`config.mk`:
```
export PLATFORM = sky130hd
export DESIGN_NAME = bls_blend
export DESIGN_NICKNAME = d
export VERILOG_FILES = /design/src/sv/bls_pkg.sv /design/src/sv/bls_blend.sv
export SDC_FILE = /design/constraint.sdc
export NUM_CORES = 1
export LEC_CHECK = 0
export BUFFER_PORTS_ARGS = -buffer_cell sky130_fd_sc_hd__buf_2
export CELL_PAD_IN_SITES_DETAIL_PLACEMENT = 0
export CELL_PAD_IN_SITES_GLOBAL_PLACEMENT = 1
export CORE_MARGIN = 3
export CORE_UTILIZATION = 35
export DETAILED_ROUTE_END_ITERATION = 7
export GPL_TIMING_DRIVEN = 0
export HOLD_SLACK_MARGIN = 0.08
export PLACE_DENSITY = 0.66
export SYNTH_ARGS = -nofsm -noshare
export SYNTH_HDL_FRONTEND = slang
export SYNTH_SLANG_ARGS = --single-unit
```
`constraint.sdc`:
```
create_clock -name i_clk -period 17.1 [get_ports i_clk]
set_input_delay 3.42 -clock i_clk [delete_from_list [all_inputs] [get_ports i_clk]]
set_output_delay 3.42 -clock i_clk [all_outputs]
set_load 0.01 [all_outputs]
```
`src/sv/bls_pkg.sv`:
```
`timescale 1ns / 1ps
// shared types and constants for the bilinear sampler
// used by bls_blend, the top level and the testbench; depends on nothing

package bls_pkg;

    // default sizes, handed to the top level as parameter defaults
    localparam int DEF_MAX_COLS  = 512;
    localparam int DEF_MAX_ROWS  = 512;
    localparam int DEF_FRAC_BITS = 8;

    // widths of the item fields
    localparam int ACTION_W  = 1;
    localparam int PIX_COL_W = 9;
    localparam int PIX_ROW_W = 9;
    localparam int PIX_VAL_W = 8;
    localparam int SAMPLE_W  = 18;
    localparam int VALUE_W   = 16;
    localparam int CFG_W     = 10;

    // bit positions inside the input tdata
    localparam int PIX_COL_LSB = 0;
    localparam int PIX_ROW_LSB = PIX_COL_LSB + PIX_COL_W;
    localparam int PIX_VAL_LSB = PIX_ROW_LSB + PIX_ROW_W;
    localparam int SMP_U_LSB   = PIX_VAL_LSB + PIX_VAL_W;
    localparam int SMP_V_LSB   = SMP_U_LSB + SAMPLE_W;
    localparam int S_TDATA_W   = 64;
    localparam int M_TDATA_W   = 16;

    // item kinds
    localparam logic ACT_WRITE  = 1'b0;
    localparam logic ACT_SAMPLE = 1'b1;

    // configuration register indexes and reset value
    localparam logic             CFG_IMAGE_COLS = 1'b0;
    localparam logic             CFG_IMAGE_ROWS = 1'b1;
    localparam logic [CFG_W-1:0] CFG_RESET      = 10'd512;

    // bank select and border status of a sample on its way through the pipe
    typedef struct packed {
        logic valid;
        logic in_range;
        logic odd_col;
        logic odd_row;
    } t_smp_ctl;

    // one finished result
    typedef struct packed {
        logic               valid;
        logic               in_range;
        logic [VALUE_W-1:0] value;
    } t_result;

endpackage

```
`src/sv/bls_blend.sv`:
```
`timescale 1ns / 1ps
// two-stage weighting of the four neighbour pixels: horizontal pass, then vertical
// depends on bls_pkg for the control and result structs

module bls_blend #(
    parameter int FRAC_BITS = bls_pkg::DEF_FRAC_BITS
) (
    input  logic                  i_clk,
    input  logic                  i_rst_n,
    input  logic                  i_en,
    input  bls_pkg::t_smp_ctl     i_ctl,
    input  logic [FRAC_BITS-1:0]  i_du,
    input  logic [FRAC_BITS-1:0]  i_dv,
    input  logic [3:0][7:0]       i_pix,    // indexed by {row parity, col parity}
    output bls_pkg::t_result      o_res
);
    import bls_pkg::*;

    localparam int HW = FRAC_BITS + 8;
    localparam int SW = 2 * FRAC_BITS + 8;
    localparam logic [FRAC_BITS:0] ONE = (FRAC_BITS + 1)'(1) << FRAC_BITS;

    logic [7:0]           w_p00, w_p01, w_p10, w_p11;
    logic [FRAC_BITS:0]   w_wu0, w_wu1, w_wv0, w_wv1;
    logic [HW:0]          w_h0, w_h1;
    logic [SW:0]          w_sum;
    logic [31:0]          w_q;

    logic                 r_v2, r_rng2;
    logic [FRAC_BITS-1:0] r_dv2;
    logic [HW-1:0]        r_h0, r_h1;
    t_result              r_res;
    t_result              n_res;

    // route banks to neighbour positions by parity of the integer parts
    assign w_p00 = i_pix[{i_ctl.odd_row, i_ctl.odd_col}];
    assign w_p01 = i_pix[{i_ctl.odd_row, ~i_ctl.odd_col}];
    assign w_p10 = i_pix[{~i_ctl.odd_row, i_ctl.odd_col}];
    assign w_p11 = i_pix[{~i_ctl.odd_row, ~i_ctl.odd_col}];

    // horizontal weights and row blends
    assign w_wu0 = ONE - {1'b0, i_du};
    assign w_wu1 = {1'b0, i_du};
    assign w_h0  = w_wu0 * w_p00 + w_wu1 * w_p01;
    assign w_h1  = w_wu0 * w_p10 + w_wu1 * w_p11;

    // vertical blend of the two rows, truncated back to the output scale
    assign w_wv0 = ONE - {1'b0, r_dv2};
    assign w_wv1 = {1'b0, r_dv2};
    assign w_sum = w_wv0 * r_h0 + w_wv1 * r_h1;
    assign w_q   = 32'(w_sum >> FRAC_BITS);

    always_comb begin
        n_res.valid    = r_v2;
        n_res.in_range = r_rng2;
        n_res.value    = r_rng2 ? w_q[VALUE_W-1:0] : '0;
    end

    // stage payload and stage valids
    always_ff @(posedge i_clk) begin
        if (i_en) begin
            r_rng2         <= i_ctl.in_range;
            r_dv2          <= i_dv;
            r_h0           <= HW'(w_h0);
            r_h1           <= HW'(w_h1);
            r_res.in_range <= n_res.in_range;
            r_res.value    <= n_res.value;
        end
        if (!i_rst_n) begin
            r_v2        <= 1'b0;
            r_res.valid <= 1'b0;
        end else if (i_en) begin
            r_v2        <= i_ctl.valid;
            r_res.valid <= n_res.valid;
        end
    end

    assign o_res = r_res;

endmodule

```
Word-level counts from Yosys, hierarchy flattened
Index checks and enable logic that the tools add are counted.
{ "word_totals": {"ff_bits": 60, "output_inout_bits": 18, "word_cells": 33} }
{ "op_classes": {"addsub": 5, "mul": 6, "order_cmp": 4, "muxes": 8, "bitwise": 2} }
{ "ops": {"columns": ["op", "n"], "rows": [
  ["$bmux 8 s2", 4],
  ["$add 16x16->16", 2],
  ["$mul 8x8->16", 2],
  ["$mul 9x8->16", 2],
  ["$mux 8", 4],
  ["$add 24x24->24", 1],
  ["$mul 8x16->24", 1],
  ["$mul 9x16->24", 1],
  ["$sub 9x8->9 const A", 2],
  ["$lt 2x3->1 const B", 4],
  ["$not 1->1", 2]
]} }

Depth between registers and ports, before layout
Gate-level depths: netlist of run 1.
{ "logic_depth": {"word_depth": 5, "depth_mapped": 27, "depth_no_buf": 25} }

Worst setup path after synthesis of run 1
Ideal clock, no wire load.
{ "synth_timing": {"path_kind": "in2reg", "from": "input port i_ctl[0] (netlist bit)", "to": "register r_h1[14] (data pin)", "setup_ps": 135, "arrival_time_ps": 9542, "required_time_ps": 16965, "slack_ps": 7424, "cell_stages": 23, "n_path_buf": 3, "cell_sequence": "clkbuf_1 > clkbuf_1 > buf_2 > nor2_1 > a21oi_1 > nand2_1 > fa_1 > inv_1 > fa_1 > inv_1 > fa_1 > inv_1 > fa_1 > fa_1 > inv_1 > fa_1 > inv_1 > ha_1 > or3_1 > o21ai_0 > nor3_1 > or4b_2 > nand3_1"} }
{ "synth_via": {"elab_chain_len": 5} }
{ "synth_rtl": {"columns": ["item", "line", "rtl"], "rows": [
  ["start, declared", "bls_blend.sv:11", "input bls_pkg::t_smp_ctl i_ctl,"],
  ["$not 1->1 *", "bls_blend.sv:38, bls_blend.sv:39", null],
  ["$bmux 8 s2, on equally long branches", "bls_blend.sv:38, bls_blend.sv:39", null],
  ["$mux 8, on equally long branches", "bls_blend.sv:38, bls_blend.sv:39", null],
  ["$mul 9x8->16 or $mul 8x8->16 (tied branches)", "bls_blend.sv:45", "assign w_h1 = w_wu0 * w_p10 + w_wu1 * w_p11;"],
  ["$add 16x16->16 *", "bls_blend.sv:45", null],
  ["net w_h1[14]", "bls_blend.sv:25", "logic [HW:0] w_h0, w_h1;"],
  ["end signal, assigned", "bls_blend.sv:65", "r_h1 <= HW'(w_h1);"],
  ["end, declared", "bls_blend.sv:31", "logic [HW-1:0] r_h0, r_h1;"]
]} }
Mark *: on every way through the listed nets, which the timed path passes. The rest lies on a longest branch. The select of a mux whose other input is x is not followed.
A chain may end at the register's enable or synchronous reset.

Worst setup path after layout of run 1
{ "layout_timing": {"from": "input port i_du[3]", "to": "register r_h1[14] (data pin)"} }
{ "layout_via": {"elab_chain_len": 3} }
{ "layout_rtl": {"columns": ["item", "line", "rtl"], "rows": [
  ["start, declared", "bls_blend.sv:12", "input logic [FRAC_BITS-1:0] i_du,"],
  ["$sub 9x8->9", "bls_blend.sv:42", "assign w_wu0 = ONE - {1'b0, i_du};"],
  ["$mul 9x8->16", "bls_blend.sv:45", null],
  ["$add 16x16->16 *", "bls_blend.sv:45", null],
  ["net w_h1[14]", "bls_blend.sv:25", null]
]} }
Mark *: on every way through the listed nets, which the timed path passes. The rest lies on a longest branch.

==> flow_results.org, run 1 <==
** Run status
- The run finished with clean final reports.

** Synth
- Of the total synthesized cell area, the portion taken by full adders, half adders and majority gates is 0.5304.
- Counting flops with a built-in enable in the synthesized netlist gives 58.
- Syn Area/Cell :: 9.248 sq um
- For this run, the register share of the synthesized area comes to 0.08620.
- Compound-gate portion of the synthesized area :: 0.03935
- The number of different library cells used by synthesis comes to 55.
- After synthesis, the share of cell area in mux cells is 0.03323.
- The mapped netlist covers a little over 20000 sq um.
- Simple-gate area share of the yosys netlist :: 0.1669
- Share of synthesized flip-flops with an asynchronous set or reset :: 0
- By area, the combinational part of the netlist is dominated by adder cells.
- Of the total synthesized cell area, the portion taken by XOR and XNOR cells is 0.02748.
- Post-synthesis net count :: roughly 2900
- In the synthesized netlist, the number of instances is ~2200.
- For this run, the number of Yosys warnings is 0.
- Counting flops and latches in the post-synthesis netlist gives 60.
- Top FF cell, synth :: sky130_fd_sc_hd__edfxtp_1

** Clock network
- Clock tree synthesis inserted a total of 9 buffers.
- # clock sinks :: 60
- CTS root buf :: sky130_fd_sc_hd__clkbuf_16
- The H-tree generated during clock tree synthesis spans 3 levels.
- Clock tree from TritonCTS :: built
- Once the clock tree was built, the resizer swapped 0 gates to a different size.
- Clock latency on the worst-skew pair, taken at its later pin, is about 0.36 ns.
- Max Root-Sink Buffers :: 2
- After clock tree synthesis, the clock-pin slew on the worst setup and hold paths is 0.06 ns.
- Buffers added to address setup during post-CTS repair amount to 0.
- Hold buffer count at cts :: 0

** Routing
- Wires add up to roughly 53000 microns.
- Routed via count divided by cell count :: just under 5
- Wire length per cell :: between 15 and 20 microns
- The detailed router placed between 10000 and 15000 vias in this run.
- For this run, design rule violations remaining after detail routing come to 0.
- The first routing iteration left 800 violations.
- Initial DRT Pass Iterations :: 5
- Post-DRT Antenna Nets :: 0

** Finish
- Share of cells above drive strength 1 :: 0.05476
- Fin util :: 0.3837
- Final layout net count :: between 2000 and 3000
- The area growth from synthesis to layout is 7.731%.
- Highest-count cells in the layout ignoring fill and taps :: sky130_fd_sc_hd__inv_1 (561), sky130_fd_sc_hd__fa_1 (422), sky130_fd_sc_hd__and2_1 (285)
- Most common library cell in the layout ignoring fill and taps :: sky130_fd_sc_hd__inv_1

** Setup path
- The worst setup path is of the input pin to flip-flop kind.
- STA classifies the critical path endpoint as a flip-flop.
- The worst setup path is launched from an input pin.
- Walking the worst path, the cells encountered are clkbuf_1, nor2_1, nand3_1, xor2_1, clkbuf_1, nand2_1, fa_1, inv_1, fa_1, inv_1, fa_1, inv_1, fa_1, fa_1, inv_1, fa_1, inv_1, ha_1, or3_1, o21ai_0, nor3_1, or4b_2, nand3_1.
- Counting both buffers and inverters, the worst setup path holds a total of 7.
- In this run the worst path has a maximum fanout of 10.
- Worst path arrival time :: 11.02 ns
- In this design, the largest share of critical-path delay is due to adder cells.
- Critical path required time :: roughly 17 ns
- Crit path largest cell delay :: between 0.7 and 0.8 ns
- Standard cell with the maximum stage delay on the critical path :: sky130_fd_sc_hd__xor2_1
- Cell seen most often among critical-path stages :: sky130_fd_sc_hd__fa_1

** Placement
- At the placement stage, the worst setup path has a slack of between 6 and 7 ns.
- DP Wirelength :: roughly 45000 microns
- Port buffering added between 60 and 70 buffers.
- Final RePlAce weighted congestion :: roughly 0.84

** STA
- Setup violations remaining at the end of the flow were counted as 0.
- Setup repair after global routing left no endpoint under its margin.
- Hold WS :: ~0.52 ns
- Final worst path period share :: 0.6321
- Max-slew headroom :: 0.2837
- The number of hold violations in the final report is 0.
- Number of max-slew violations in the final report :: 0
- Between clock sinks in the finished design, the worst skew comes to between 0.01 and 0.015 ns.
- Timing would allow up to around 0.09 GHz.
- Final min period :: ~11 ns
- Post-route setup TNS :: 0 ns
- At the pin with the least slew margin, the transition time is 1.067 ns.
- Final setup slack of the worst path :: between 6 and 7 ns

** Floorplan
- The initial utilization of the core area, before any placement, comes to 0.3562.
- The floorplan has a little under 90 rows.
- The floorplan step defined a die boundary enclosing 62010 sq um.
- Core Region :: 58030 sq um
- Horiz. Die Dim :: between 200 and 250 microns
- Boundary pin count :: 73
- The die is between 200 and 250 microns tall.

** Global route
- The initial antenna violation count was 2.
- The first global-routing pass estimated approximately 86000 microns of wire.
- After global routing the overflow that remains totals 0.
- Largest net degree at the start of global routing :: between 60 and 70
- Total routing usage reported by global routing :: 0.1751
- Vias in the first global route :: between 15000 and 20000

** Flow run
- The tool flagged a number of max-cap violations equal to 0.

** Min path
- Worst hold path class :: flip-flop to flip-flop
-- final timing paths --
check | start | endpoint | slack [ns] | depth (start not counted)
max | i_du[3] | r_h1[14]$_DFFE_PP_ | 6.29 | 23
min | o_res[17]$_SDFFE_PN0P_ | o_res[17]$_SDFFE_PN0P_ | 0.52 | 2
max reg2reg | r_dv2[1]$_DFFE_PP_ | o_res[10]$_SDFFCE_PN0P_ | 8.42 | 24
min reg2reg | o_res[17]$_SDFFE_PN0P_ | o_res[17]$_SDFFE_PN0P_ | 0.52 | 2
-- synth_stat cells (all sizes together) (5+ instances only) --
cell type  instances  area share
nand2            270       0.049
clkbuf            59       0.011
xor2              17      0.0072
a21o               9      0.0033
a211oi             6      0.0022
inv              561        0.10
o21a               8      0.0029
xnor2             47       0.020
a21oi             41      0.0099
a31oi              5      0.0015
o21ai             31      0.0075
buf               18      0.0038
nor3              18      0.0044
ha               201        0.12
nand3             17      0.0041
and2             285       0.086
mux2i              9      0.0044
fa               422        0.41
mux4              24       0.026
nor2              58       0.011
mux2               5      0.0027
edfxtp            58       0.084
nor2b              5      0.0015
-- cell type report --
class / instances / area [sq um]
Clock inverter: 7 / 67.56
Tap cell: 765 / 957.2
Antenna cell: 2 / 5.005
Timing Repair Buffer: 68 / 342.8
Clock buffer: 9 / 225.2
Multi-Input combinational cell: 1537 / 16480
Sequential cell: 60 / 1782
Fill cell: 5925 / 35760
Buffer: 77 / 300.3
Inverter: 561 / 2106
-- tightest hold or removal path, delay by kind of cell, from the launching register on --
| family | cells | cell delay (ns) |
|---|---|---|
| flip-flops | 1 | 0.33 |
| AND/OR/NAND/NOR | 1 | 0.10 |
| multiplexers | 1 | 0.07 |
-- sequential cells by signal (all words and copies together) (netlist names) --
register  count
o_res        18
r_dv2         8
r_h0         16
r_h1         16
r_rng2        1
r_v2          1
-- metrics by stage --
stage | cell area (sq um) | instances
global route | 22260 | 3084
detailed placement | 21970 | 3068
CTS | 22260 | 3084
global placement | 21970 | 3068
finish | 22270 | 3086
floorplan | 20670 | 2235
-- kinds of logic after synthesis --
group | after synthesis
AO/OA/AOI/OAI | 129
XOR/XNOR | 64
adder cells (fa/ha/maj) | 623
buffers and inverters | 638
flip-flops | 60
multiplexers | 38
AND/OR/NAND/NOR | 683
-- per-layer routing --
layer  vias to the layer above  global-route usage  wire (microns)
li1                       6862                   -               -
met1                      7607              0.2370           23120
met2                       323              0.2990           26440
met3                        62             0.02046            2112
met4                         0             0.04559            1375
met5                         -                   0               0
Power of run 1 is left out: the tool's default activity adds up to more than one toggle a clock period on the data nets, which glitch-free logic cannot reach.
==> run 2: changes to the inputs <==
--- a/config.mk
+++ b/config.mk
@@ -13,7 +13,7 @@
 export DETAILED_ROUTE_END_ITERATION = 7
 export GPL_TIMING_DRIVEN = 0
 export HOLD_SLACK_MARGIN = 0.08
-export PLACE_DENSITY = 0.66
+export PLACE_DENSITY = 0.68
 export SYNTH_ARGS = -nofsm -noshare
 export SYNTH_HDL_FRONTEND = slang
 export SYNTH_SLANG_ARGS = --single-unit
==> constraint.sdc (replaced) <==
create_clock -name i_clk -period 9.1 [get_ports i_clk]
set_input_delay 1.82 -clock i_clk [delete_from_list [all_inputs] [get_ports i_clk]]
set_output_delay 1.82 -clock i_clk [all_outputs]
set_load 0.01 [all_outputs]
==> run 2 against run 1 <==
  * Final area is 0.10% higher
  * Non-clock buffer count stayed put
  * Critical path depth is 1 higher
  * Count of clock-buffer cells in the layout stayed put
  * Final cell count hardly changed
  * Die area stayed put
  * Critical path type unchanged
==> flow_results.org, run 2 (synthesized netlist as in run 1, its figures left out) <==
** Routing
- Post-DRT Antenna Nets :: 0
- Wire length per cell :: around 17 microns
- For this block, the initial DRC count from the detailed router was 679.
- The routed layout has approximately 15000 vias.
- Routed via count divided by cell count :: between 4 and 5
- The first detailed-routing pass took 8 iterations.
- Remaining design rule violation count :: 0
- After detailed routing, the total wire length is roughly 52000 microns.

** Finish
- Excluding fillers, the count of instances in the completed layout stands at between 3000 and 4000.
- Of the cells placed in the final design, the portion with a size suffix greater than 1 is 0.05778.
- Leaving out fill and tap cells, the most frequent cell in the layout is sky130_fd_sc_hd__inv_1.
- Signed area change from the synthesized netlist to the final layout :: 7.840%
- Final layout net count :: 2992
- After routing the design area is around 22000 sq um.
- Number of flip-flops under the largest register name :: 18
- The top cell types in the final layout, fill and taps aside, are sky130_fd_sc_hd__inv_1 (561), sky130_fd_sc_hd__fa_1 (422), sky130_fd_sc_hd__and2_1 (285).

** Global route
- Entering global routing, the biggest net connects just over 60 pins.
- The initial antenna violation count came to 1.
- Vias in the first global route :: ~16000
- First-pass GRT wire length :: roughly 85000 microns
- Final global-route overflow total :: 0
- For this run, the total global-route usage over all layers was measured as 0.1726.

** Floorplan
- For this configuration, the core starts out at a cell density of 0.3562.
- Number of placement rows :: between 80 and 90
- The core region is between 50000 and 60000 sq um.
- For this design the top-level I/O count stands at 73.
- In this run the vertical extent of the chip is roughly 250 microns.
- Horiz. Die Dim :: approximately 250 microns
- The die covers approximately 62000 sq um.

** STA
- Setup violations remaining at the end of the flow were counted as 0.
- Setup repair after global routing left no endpoint under its margin.
- Subtracting the final worst setup slack from the clock period gives just under 9 ns.
- Number of max-slew violations in the final report :: 0
- At the pin with the least slew margin, the transition time is about 1.1 ns.
- Final number of hold-violating endpoints :: 0
- Final worst path period share :: 0.9510
- Between clock sinks in the finished design, the worst skew comes to between 0.01 and 0.015 ns.
- Fmax achieved :: between 0.1 and 0.15 GHz
- Max-slew headroom :: 0.2711
- After layout, the worst setup slack is 0.4457 ns.

** Setup path
- Peak fanout along the critical path :: 10
- Setup CP Type :: input pin to flip-flop
- Critical path required time :: 9.29 ns
- Critical Path Source Type :: input pin
- The setup check on the worst reg-to-reg path leaves a slack of 0.54 ns.
- The worst setup path is captured at a flip-flop.
- Worst path arrival time :: around 8.8 ns

** Clock network
- Clock tree synthesis inserted a total of 9 buffers.
- Clock-pin slew was measured on the worst setup and hold paths at 0.06 ns.
- The root buffer cell chosen for the clock tree is sky130_fd_sc_hd__clkbuf_16.
- # resized after CTS :: 0
- Max Root-Sink Buffers :: 2
- Hold buffer count at cts :: 0
- At the later pin of the worst-skew pair, clock insertion delay measures roughly 0.35 ns.
- Postcts setup bufs :: 0
- # clock sinks :: 60
- TritonCTS built the clock tree.
- H-tree Lvls :: 3

** Placement
- Inst Count DP :: 3068
- Buffers placed on the I/O ports in this run total 68.
- DP Wirelength :: 45020 microns
- Final RePlAce weighted congestion :: around 0.86
- Summing all placed instances gives a cell area of 21970 sq um.
- OpenSTA, run right after detailed placement, puts the worst setup slack at -0.2667 ns.

** Run status
- Result of the run :: completed

** Flow run
- Reported max-cap violation count :: 0

** Min path
- Worst hold path class :: flip-flop to flip-flop
## run 2: stage by stage
step	hold WS, ns	setup TNS (ns)	util
after global placement	0.4917	-0.4611	0.3786
after detailed placement	0.5073	-0.5084	0.3786
after floorplan	0.4824	0	-
final	0.5182	0	0.3841
after CTS	0.5259	0	0.3833
after global routing	0.5693	0	0.3841
## run 2: final cells by class
| cell class | instances | area (sq um) |
|---|---|---|
| Fill cell | 5909 | 35740 |
| Multi-Input combinational cell | 1537 | 16520 |
| Inverter | 561 | 2106 |
| Sequential cell | 60 | 1782 |
| Tap cell | 765 | 957.2 |
| Timing Repair Buffer | 68 | 342.8 |
| Buffer | 77 | 301.5 |
| Clock buffer | 9 | 225.2 |
| Clock inverter | 7 | 50.05 |
| Antenna cell | 1 | 2.502 |
## run 2: metal layers
metal / track usage / vias to the layer above / wire (microns)
li1: - / 6862 / -
met1: 0.2312 / 7565 / 22920
met2: 0.3021 / 284 / 26420
met3: 0.01639 / 51 / 1970
met4: 0.04128 / 0 / 1146
met5: 0 / - / 0
## run 2: final timing paths
kind | from | to | depth (start not counted)
hold / removal | o_res[17]$_SDFFE_PN0P_ | o_res[17]$_SDFFE_PN0P_ | 2
hold reg to reg | o_res[17]$_SDFFE_PN0P_ | o_res[17]$_SDFFE_PN0P_ | 2
setup / recovery | i_du[3] | r_h1[14]$_DFFE_PP_ | 24
setup reg to reg | r_dv2[1]$_DFFE_PP_ | o_res[10]$_SDFFCE_PN0P_ | 26
## run 2: critical path, stage by stage
cell	delay, ns
sky130_fd_sc_hd__clkbuf_1	0.40
sky130_fd_sc_hd__nor2_1	0.13
sky130_fd_sc_hd__nand3_1	0.15
sky130_fd_sc_hd__nor2_1	0.08
sky130_fd_sc_hd__xnor2_1	0.42
sky130_fd_sc_hd__clkbuf_1	0.68
sky130_fd_sc_hd__nand2_1	0.17
sky130_fd_sc_hd__fa_1	0.55
sky130_fd_sc_hd__inv_1	0.06
sky130_fd_sc_hd__fa_1	0.52
sky130_fd_sc_hd__inv_1	0.05
sky130_fd_sc_hd__fa_1	0.50
sky130_fd_sc_hd__inv_1	0.06
sky130_fd_sc_hd__fa_1	0.48
sky130_fd_sc_hd__fa_1	0.49
sky130_fd_sc_hd__inv_1	0.05
sky130_fd_sc_hd__fa_1	0.47
sky130_fd_sc_hd__inv_1	0.04
sky130_fd_sc_hd__ha_1	0.33
sky130_fd_sc_hd__or3_1	0.32
sky130_fd_sc_hd__o21ai_0	0.16
sky130_fd_sc_hd__nor3_1	0.13
sky130_fd_sc_hd__or4b_2	0.64
sky130_fd_sc_hd__nand3_1	0.14
Power of run 2 is left out for the same reason.
